`src/rtl/core/hap_pkg.sv`:
```
// Shared constants and helpers for the Hammer-Aitoff projection pipeline.
package hap_pkg;

    localparam int ANGLE_FRAC_BITS_DEF = 8;
    localparam int LON_W = 17;
    localparam int LAT_W = 16;

    // Angles inside the pipeline are degrees with 16 fraction bits.
    localparam int ANG_W = 27;
    localparam int CORDIC_STEPS = 18;
    // CORDIC vector in Q30 with headroom for the gain overshoot.
    localparam int VEC_W = 33;
    localparam logic signed [VEC_W-1:0] CORDIC_GAIN = 33'sd652032874;
    localparam logic [30:0] ONE_Q30 = 31'h4000_0000;

    // Square root: 62-bit radicand, 31-bit root, 64-bit working remainder.
    localparam int SQ_IN_W = 62;
    localparam int SQ_OUT_W = 31;
    localparam int SQ_REM_W = 64;
    localparam int DEN_W = 32;

    // atan(2^-i) in degrees with 16 fraction bits.
    function automatic logic signed [ANG_W-1:0] atan_deg16(input int i);
        logic signed [ANG_W-1:0] a;
        unique case (i)
            0:  a = 27'sd2949120;
            1:  a = 27'sd1740967;
            2:  a = 27'sd919879;
            3:  a = 27'sd466945;
            4:  a = 27'sd234379;
            5:  a = 27'sd117304;
            6:  a = 27'sd58666;
            7:  a = 27'sd29335;
            8:  a = 27'sd14668;
            9:  a = 27'sd7334;
            10: a = 27'sd3667;
            11: a = 27'sd1833;
            12: a = 27'sd917;
            13: a = 27'sd458;
            14: a = 27'sd229;
            15: a = 27'sd115;
            16: a = 27'sd57;
            17: a = 27'sd29;
            default: a = '0;
        endcase
        return a;
    endfunction

endpackage

```
`src/rtl/core/hap_div.sv`:
```
// Pipelined restoring divider for a quotient of known width, one bit per stage.
module hap_div #(
    parameter int NUM_W = 48,
    parameter int QUO_W = 16
) (
    input  logic                          clk,
    input  logic                          rst_n,
    input  logic                          en,
    input  logic                          in_valid,
    input  logic [NUM_W-1:0]              num,
    input  logic [hap_pkg::DEN_W-1:0]     den,
    input  logic                          neg_in,
    output logic                          out_valid,
    output logic [QUO_W-1:0]              quo,
    output logic                          neg_out
);
    import hap_pkg::*;

    logic             v_reg   [QUO_W];
    logic [NUM_W-1:0] rem_reg [QUO_W];
    logic [DEN_W-1:0] den_reg [QUO_W];
    logic [QUO_W-1:0] q_reg   [QUO_W];
    logic             neg_reg [QUO_W];

    for (genvar k = 0; k < QUO_W; k++) begin : g_bit
        localparam int I = QUO_W - 1 - k;
        logic             v_src;
        logic [NUM_W-1:0] rem_src;
        logic [DEN_W-1:0] den_src;
        logic [QUO_W-1:0] q_src;
        logic             neg_src;
        logic [NUM_W-1:0] dsh;
        logic [NUM_W-1:0] rem_next;
        logic [QUO_W-1:0] q_next;

        if (k == 0) begin : g_first
            assign v_src   = in_valid;
            assign rem_src = num;
            assign den_src = den;
            assign q_src   = '0;
            assign neg_src = neg_in;
        end
        else begin : g_rest
            assign v_src   = v_reg[k-1];
            assign rem_src = rem_reg[k-1];
            assign den_src = den_reg[k-1];
            assign q_src   = q_reg[k-1];
            assign neg_src = neg_reg[k-1];
        end

        assign dsh = NUM_W'(den_src) << I;

        always_comb
        begin
            if (rem_src >= dsh)
            begin
                rem_next = rem_src - dsh;
                q_next   = q_src | (QUO_W'(1) << I);
            end
            else
            begin
                rem_next = rem_src;
                q_next   = q_src;
            end
        end

        always_ff @(posedge clk or negedge rst_n)
        begin
            if (!rst_n)
            begin
                v_reg[k] <= 1'b0;
            end
            else if (en)
            begin
                v_reg[k] <= v_src;
            end
        end

        always_ff @(posedge clk)
        begin
            if (en)
            begin
                rem_reg[k] <= rem_next;
                den_reg[k] <= den_src;
                q_reg[k]   <= q_next;
                neg_reg[k] <= neg_src;
            end
        end
    end

    assign out_valid = v_reg[QUO_W-1];
    assign quo       = q_reg[QUO_W-1];
    assign neg_out   = neg_reg[QUO_W-1];

endmodule

```
`config.mk`:
```
export PLATFORM = sky130hd
export DESIGN_NAME = hap_div
export DESIGN_NICKNAME = d
export VERILOG_FILES = /design/src/rtl/core/hap_pkg.sv /design/src/rtl/core/hap_div.sv
export SDC_FILE = /design/constraint.sdc
export NUM_CORES = 2
export LEC_CHECK = 0
export ABC_AREA = 1
export BUFFER_PORTS_ARGS = -buffer_cell sky130_fd_sc_hd__buf_4
export CAP_MARGIN = 10
export CORE_MARGIN = 2
export CORE_UTILIZATION = 56
export DETAILED_ROUTE_END_ITERATION = 8
export PLACE_DENSITY = 0.71
export SYNTH_ARGS = -nofsm -noshare
export SYNTH_HDL_FRONTEND = slang
export SYNTH_SLANG_ARGS = --single-unit
```
`constraint.sdc`:
```
create_clock -name clk -period 3.92 [get_ports clk]
set_input_delay 0.196 -clock clk [delete_from_list [all_inputs] [get_ports clk]]
set_output_delay 0.196 -clock clk [all_outputs]
set_load 0.05 [all_outputs]
```
# [After elaboration in Yosys (flattened, before gate mapping)]
# Memories as Yosys holds them, arrays and structs flattened.
# Index checks and enable logic that the tools add are counted.
[totals] reg_bits=16 out_inout_bits=18 ram_bits=1552 memories=4
[mem_list] name="rem_reg" words=16 width=48 rd=15 rd_ports_with_merged_regs=0 write_ports=16 line_no="hap_div.sv:20" source="logic [NUM_W-1:0] rem_reg [QUO_W];"
[mem_list] name="den_reg" words=16 width=32 rd=15 rd_ports_with_merged_regs=0 write_ports=16 line_no="hap_div.sv:21" source="logic [DEN_W-1:0] den_reg [QUO_W];"
[mem_list] name="q_reg" words=16 width=16 rd=16 rd_ports_with_merged_regs=0 write_ports=16 line_no="hap_div.sv:22" source="logic [QUO_W-1:0] q_reg [QUO_W];"
[mem_list] name="neg_reg" words=16 width=1 rd=16 rd_ports_with_merged_regs=0 write_ports=16 line_no="hap_div.sv:23" source="logic neg_reg [QUO_W];"
[classes] n_mux=34 addsub=16 n_lt_le_gt_ge=16
[op_table] operator="$mux W48" n=16
[op_table] operator="$ge A48 B32 Y1" n=1
[op_table] operator="$ge A48 B33 Y1" n=1
[op_table] operator="$ge A48 B34 Y1" n=1
[op_table] operator="$ge A48 B35 Y1" n=1
[op_table] operator="$ge A48 B36 Y1" n=1
[op_table] operator="$ge A48 B37 Y1" n=1
[op_table] operator="$ge A48 B38 Y1" n=1
[op_table] operator="$ge A48 B39 Y1" n=1
[op_table] operator="$ge A48 B40 Y1" n=1
[op_table] operator="$ge A48 B41 Y1" n=1
[op_table] operator="$ge A48 B42 Y1" n=1
[op_table] operator="$ge A48 B43 Y1" n=1
[op_table] operator="$ge A48 B44 Y1" n=1
[op_table] operator="$ge A48 B45 Y1" n=1
[op_table] operator="$ge A48 B46 Y1" n=1
[op_table] operator="$ge A48 B47 Y1" n=1
[op_table] operator="$sub A48 B32 Y48" n=1
[op_table] operator="$sub A48 B33 Y48" n=1
[op_table] operator="$sub A48 B34 Y48" n=1
[op_table] operator="$sub A48 B35 Y48" n=1
[op_table] operator="$sub A48 B36 Y48" n=1
[op_table] operator="$sub A48 B37 Y48" n=1
[op_table] operator="$sub A48 B38 Y48" n=1
[op_table] operator="other kinds (25)" n=27

# [Logic depth before layout (Yosys ltp)]
# An unclocked memory read counts as a cell.
[logic_depth] ltp_word=3 ltp_mapped=17 ltp_nobuf=16

# [Worst setup path after synthesis]
# Ideal clock, no wire load.
[synth_path] path_kind="reg-to-reg" startpoint="memory rem_reg[12][2], in the netlist rem_reg[1][194]" endpoint="memory rem_reg[13][37], in the netlist rem_reg[1][277], data pin" slack_ns=1.555 t_arrival_ns=2.110 synth_period_minus_slack_ns=2.365 required_ns=3.665 path_buffers=1 path_stages_with_launch=16 setup_ns=0.255 path_cell_list="edfxtp_1 > inv_1 > ha_1 > inv_1 > fa_1 > nand3_1 > nand3_2 > nand2_1 > nand2_1 > nand2_1 > nand2_1 > nand2_2 > nand3_2 > nor2_4 > buf_6 > a21oi_2"
[synth_lines] element="start, declared" line_no="hap_div.sv:20"

==> results.txt <==
Counting along the longest clock path gives a buffer depth of 3. TritonCTS created 153 clock buffers. The final-report max-slew violation count is 0. The post-synth design cell area is between 90000 and 100000 sq um.

After synthesis, the cell types taking the most area are sky130_fd_sc_hd__edfxtp_1, sky130_fd_sc_hd__nand2_1, sky130_fd_sc_hd__inv_1, sky130_fd_sc_hd__ha_1, sky130_fd_sc_hd__nor2_1. The worst pin sits at a relative slew slack of about 2.4%. The leakage power came out at ~55 nW. The area inside the core boundary is 172000 sq um. The chip height came out at ~420 um. The storage element area came out at around 41000 sq um. The number of clock sinks is between 1k and 1.5k. The starting density of the core came out at 56.3%. After clock tree synthesis, the clock-pin slew on the worst setup and hold paths is around 0.060 ns. The initial antenna violation count came to 10. The maximum fanout encountered on the critical timing path came out at 27. In the finished design, the share of the clock period the worst path needs comes to around 90%. The post-DP HPWL came out at 276 mm.

The worst voltage drop across the vdd grid came out at 0.521 mV. The clock root buffer is sky130_fd_sc_hd__clkbuf_16. In this run the worst hold path is classified as input pin to register. The total of buffers placed on input and output ports came out at 102.

The count of maximum capacitance violations came out at 0. The worst hold path begins at num[7]. Dividing total power by cell area gives a power density of 707 nW/um^2. The first global-routing pass estimated 503 mm of wire. The highest clock rate is around 290 MHz. The via count of the first global-routing pass came out at 83.8k. After global routing the overflow that remains totals 0.

In this run the critical register-to-register path is launched from rem_reg[0][202]$_DFFE_PP_. The shortest period the worst path allows came out at ~3.5 ns. The first detailed-routing pass ran for 6 iterations. The H-tree generated during clock tree synthesis spans 4 levels. The global-route usage over all layers came out at 38.4%. The final weighted congestion of routability-driven global placement came out at around 1.1. Setup repair after global routing left no endpoint under its margin. The count of boundary I/O pins came out at just over 100.

The final worst clock skew came out at 0.0232 ns. The source-to-sink clock delay at the later pin of the worst-skew pair came out at roughly 0.85 ns. The worst setup path is captured at a register.

The CTS tree is done. The largest total area in the synthesized netlist belongs to sky130_fd_sc_hd__edfxtp_1. In the final layout, the share of cells above drive strength 1 is under 10%. The detailed-route DRC error count came out at 0. Each instance of the synthesized netlist takes up on average approximately 7.1 sq um. The setup total negative slack is 0 ns. The violation count after the first detailed-route iteration is between 9k and 10k. The data arrival time of the worst path came out at roughly 4 ns. The number of flip-flops under the largest register name came out at around 700. From synthesis to final layout, the design area changed by 9.88%. By instance count, the leading cell after synthesis is sky130_fd_sc_hd__nand2_1. The run finished with clean final reports. The synthesized design contains 1368 register bits. The count of vias placed by the detailed router is 88.1k. Counting every instance in the synthesized netlist gives between 10k and 15k.

The dominant synthesized flop cell is sky130_fd_sc_hd__edfxtp_1. The area of the die came out at about 180000 sq um. After synthesis, the largest area contributor takes up a little over two fifths of total cell area. The routed design has 341 mm of wire. The data required time at the worst endpoint came out at ~4.5 ns. For this run, the register share of the synthesized area comes to about 42%.

In the routed layout, each cell is associated on average with a via count of between 5 and 6. The number of gates resized after CTS was 0. The largest net degree at the start of global routing came out at 152. The floorplan row count came out at between 150 and 200. The slew at the pin closest to its max-slew limit came out at 1.46 ns. The post-synthesis async set-or-reset flop share is 1.17%.

The worst setup path is of the register to register kind. The combined area of the multi-input logic cells is around 44000 sq um. STA classifies the critical path startpoint as a register. The overall die width is about 420 um. The remaining antenna violation count came out at 0. The number of distinct library cells after synthesis came out at 51. The number of nets in the synthesized netlist came out at about 14k. The layout has 15.6k filler cells. The slack of the critical path came out at around 0.45 ns. The net count of the finished layout came out at between 10k and 15k.

The number of warnings printed during yosys synthesis is 0. The worst register-to-register path has a setup slack of around 0.45 ns. The buffers inserted during post-CTS setup optimization is 0. The setup violation total in the final timing report came out at 0. The number of hold violations in the final report came out at 0. The critical path starts at rem_reg[0][202]$_DFFE_PP_. Sorting the synthesized cells by how often they occur yields sky130_fd_sc_hd__nand2_1, sky130_fd_sc_hd__inv_1, sky130_fd_sc_hd__edfxtp_1, sky130_fd_sc_hd__nor2_1, sky130_fd_sc_hd__nand3_1.

After detailed routing, the average wire length per cell comes to 21.0 um. Prior to clock tree synthesis, the placed netlist has a worst setup slack of between 0.5 and 0.6 ns. Counting flops with a built-in enable in the synthesized netlist gives 1352.
-- final cells by class --
class	count	share of cell area, %
clock buffers	174	3.68
multi-input cells	9275	41.8
well taps	2310	2.72
diodes	2	0.00472
clock inverters	103	1.11
repair buffers	269	2.28
inverters	2771	9.81
flip-flops and latches	1368	38.6
-- layout by cell type, fill, tap and decap left out, types with 7 or more instances in the layout --
cell / n
sky130_fd_sc_hd__nand2_1: 5618
sky130_fd_sc_hd__inv_1: 2740
sky130_fd_sc_hd__edfxtp_1: 1352
sky130_fd_sc_hd__nor2_1: 1108
sky130_fd_sc_hd__nand3_1: 709
sky130_fd_sc_hd__ha_1: 512
sky130_fd_sc_hd__a21oi_1: 363
sky130_fd_sc_hd__xor2_1: 252
sky130_fd_sc_hd__buf_4: 168
sky130_fd_sc_hd__clkbuf_16: 153
sky130_fd_sc_hd__nand4_1: 143
sky130_fd_sc_hd__o21ai_0: 107
sky130_fd_sc_hd__nor3_1: 101
sky130_fd_sc_hd__dlygate4sd3_1: 86
sky130_fd_sc_hd__a21oi_2: 67
sky130_fd_sc_hd__nand3b_1: 51
sky130_fd_sc_hd__nand2_2: 34
sky130_fd_sc_hd__nor2_2: 33
sky130_fd_sc_hd__xnor2_1: 33
sky130_fd_sc_hd__o21bai_1: 31
sky130_fd_sc_hd__inv_2: 29
sky130_fd_sc_hd__clkinv_1: 27
sky130_fd_sc_hd__clkbuf_1: 21
sky130_fd_sc_hd__clkinv_2: 20
sky130_fd_sc_hd__dfrtp_1: 16
sky130_fd_sc_hd__fa_1: 15
sky130_fd_sc_hd__bufinv_16: 15
sky130_fd_sc_hd__nand2_4: 14
sky130_fd_sc_hd__nor2_4: 13
sky130_fd_sc_hd__buf_12: 13
sky130_fd_sc_hd__nor4_1: 11
sky130_fd_sc_hd__and2_1: 10
sky130_fd_sc_hd__clkinvlp_4: 10
sky130_fd_sc_hd__inv_16: 8
sky130_fd_sc_hd__nand3_2: 7
sky130_fd_sc_hd__clkinv_4: 7
sky130_fd_sc_hd__inv_6: 7
-- metal layers --
metal / global-route usage, % / up-vias / part of all wire (%)
met5: 0 / - / 0.015
met1: 46.4 / 40311 / 38
met4: 27.5 / 6 / 8.4
met2: 62.4 / 4258 / 45
met3: 6.42 / 1067 / 8.4
li1: - / 42441 / -
-- worst max-delay path, cell delays in order (launching register included) --
cell and delay, ns:
sky130_fd_sc_hd__edfxtp_1 0.38, sky130_fd_sc_hd__inv_1 0.11, sky130_fd_sc_hd__ha_1 0.19, sky130_fd_sc_hd__inv_1 0.06
sky130_fd_sc_hd__fa_1 0.51, sky130_fd_sc_hd__nand3_1 0.12, sky130_fd_sc_hd__nand3_1 0.30, sky130_fd_sc_hd__nand2_1 0.17
sky130_fd_sc_hd__nand2_1 0.19, sky130_fd_sc_hd__nand3_1 0.18, sky130_fd_sc_hd__nand3_1 0.14, sky130_fd_sc_hd__nor2_4 0.28
sky130_fd_sc_hd__buf_4 0.39, sky130_fd_sc_hd__a21oi_1 0.14
-- worst paths after layout --
kind	end	depth (start not counted)
setup / recovery	rem_reg[0][286]$_DFFE_PP_	13
hold / removal	rem_reg[0][7]$_DFFE_PP_	2
setup reg to reg	rem_reg[0][286]$_DFFE_PP_	13
hold reg to reg	q_reg[1][99]$_DFFE_PP_	0
max in group asynchronous	g_bit[12].v_src$_DFFE_PN0P_	3
min in group asynchronous	g_bit[13].v_src$_DFFE_PN0P_	3
-- kinds of logic (layout without fill, tap and decap cells) --
| family | Yosys count | count (layout) | synth area share (%) |
|---|---|---|---|
| buffers and inverters | 2881 | 3317 | 11.7 |
| XOR/XNOR | 285 | 285 | 2.59 |
| adder cells (fa/ha/maj) | 527 | 527 | 6.95 |
| AND/OR/NAND/NOR | 7878 | 7878 | 32.9 |
| AO/OA/AOI/OAI | 583 | 583 | 3.41 |
| flip-flops | 1368 | 1368 | 42.5 |
| other | 0 | 2 | 0 |
| multiplexers | 2 | 2 | 0.0233 |
-- metrics by stage --
| stage | utilization, % | hold WS [ns] | cells | power, mW | instance area (sq um) |
|---|---|---|---|---|---|
| 6_report | 61.9 | 0.0851 | 16272 | 75.0 | 106000 |
| 5_1_grt | 61.9 | 0.0704 | 16271 | 79.6 | 106000 |
| 4_1_cts | 61.8 | 0.0309 | 16269 | 74.1 | 106000 |
| 2_1_floorplan | - | -0.0996 | 13524 | 46.7 | 96600 |
| 3_5_place_dp | 58.4 | 0.0928 | 15906 | 59.1 | 100000 |
| 3_3_place_gp | 58.4 | 0.0888 | 15906 | 58.7 | 100000 |
-- repair_timing --
action	CTS	global route
hold buffers	86	0
hold endpoints to repair	115	0
endpoints found under the setup margin	0	0
-- report_power, final --
part	internal (mW)	leakage, nW	switching, mW
clock network	8.30	2.46	6.48
logic	11.1	39.1	24.7
registers	20.8	13.3	3.70
Power figures use the tool's default switching activity.
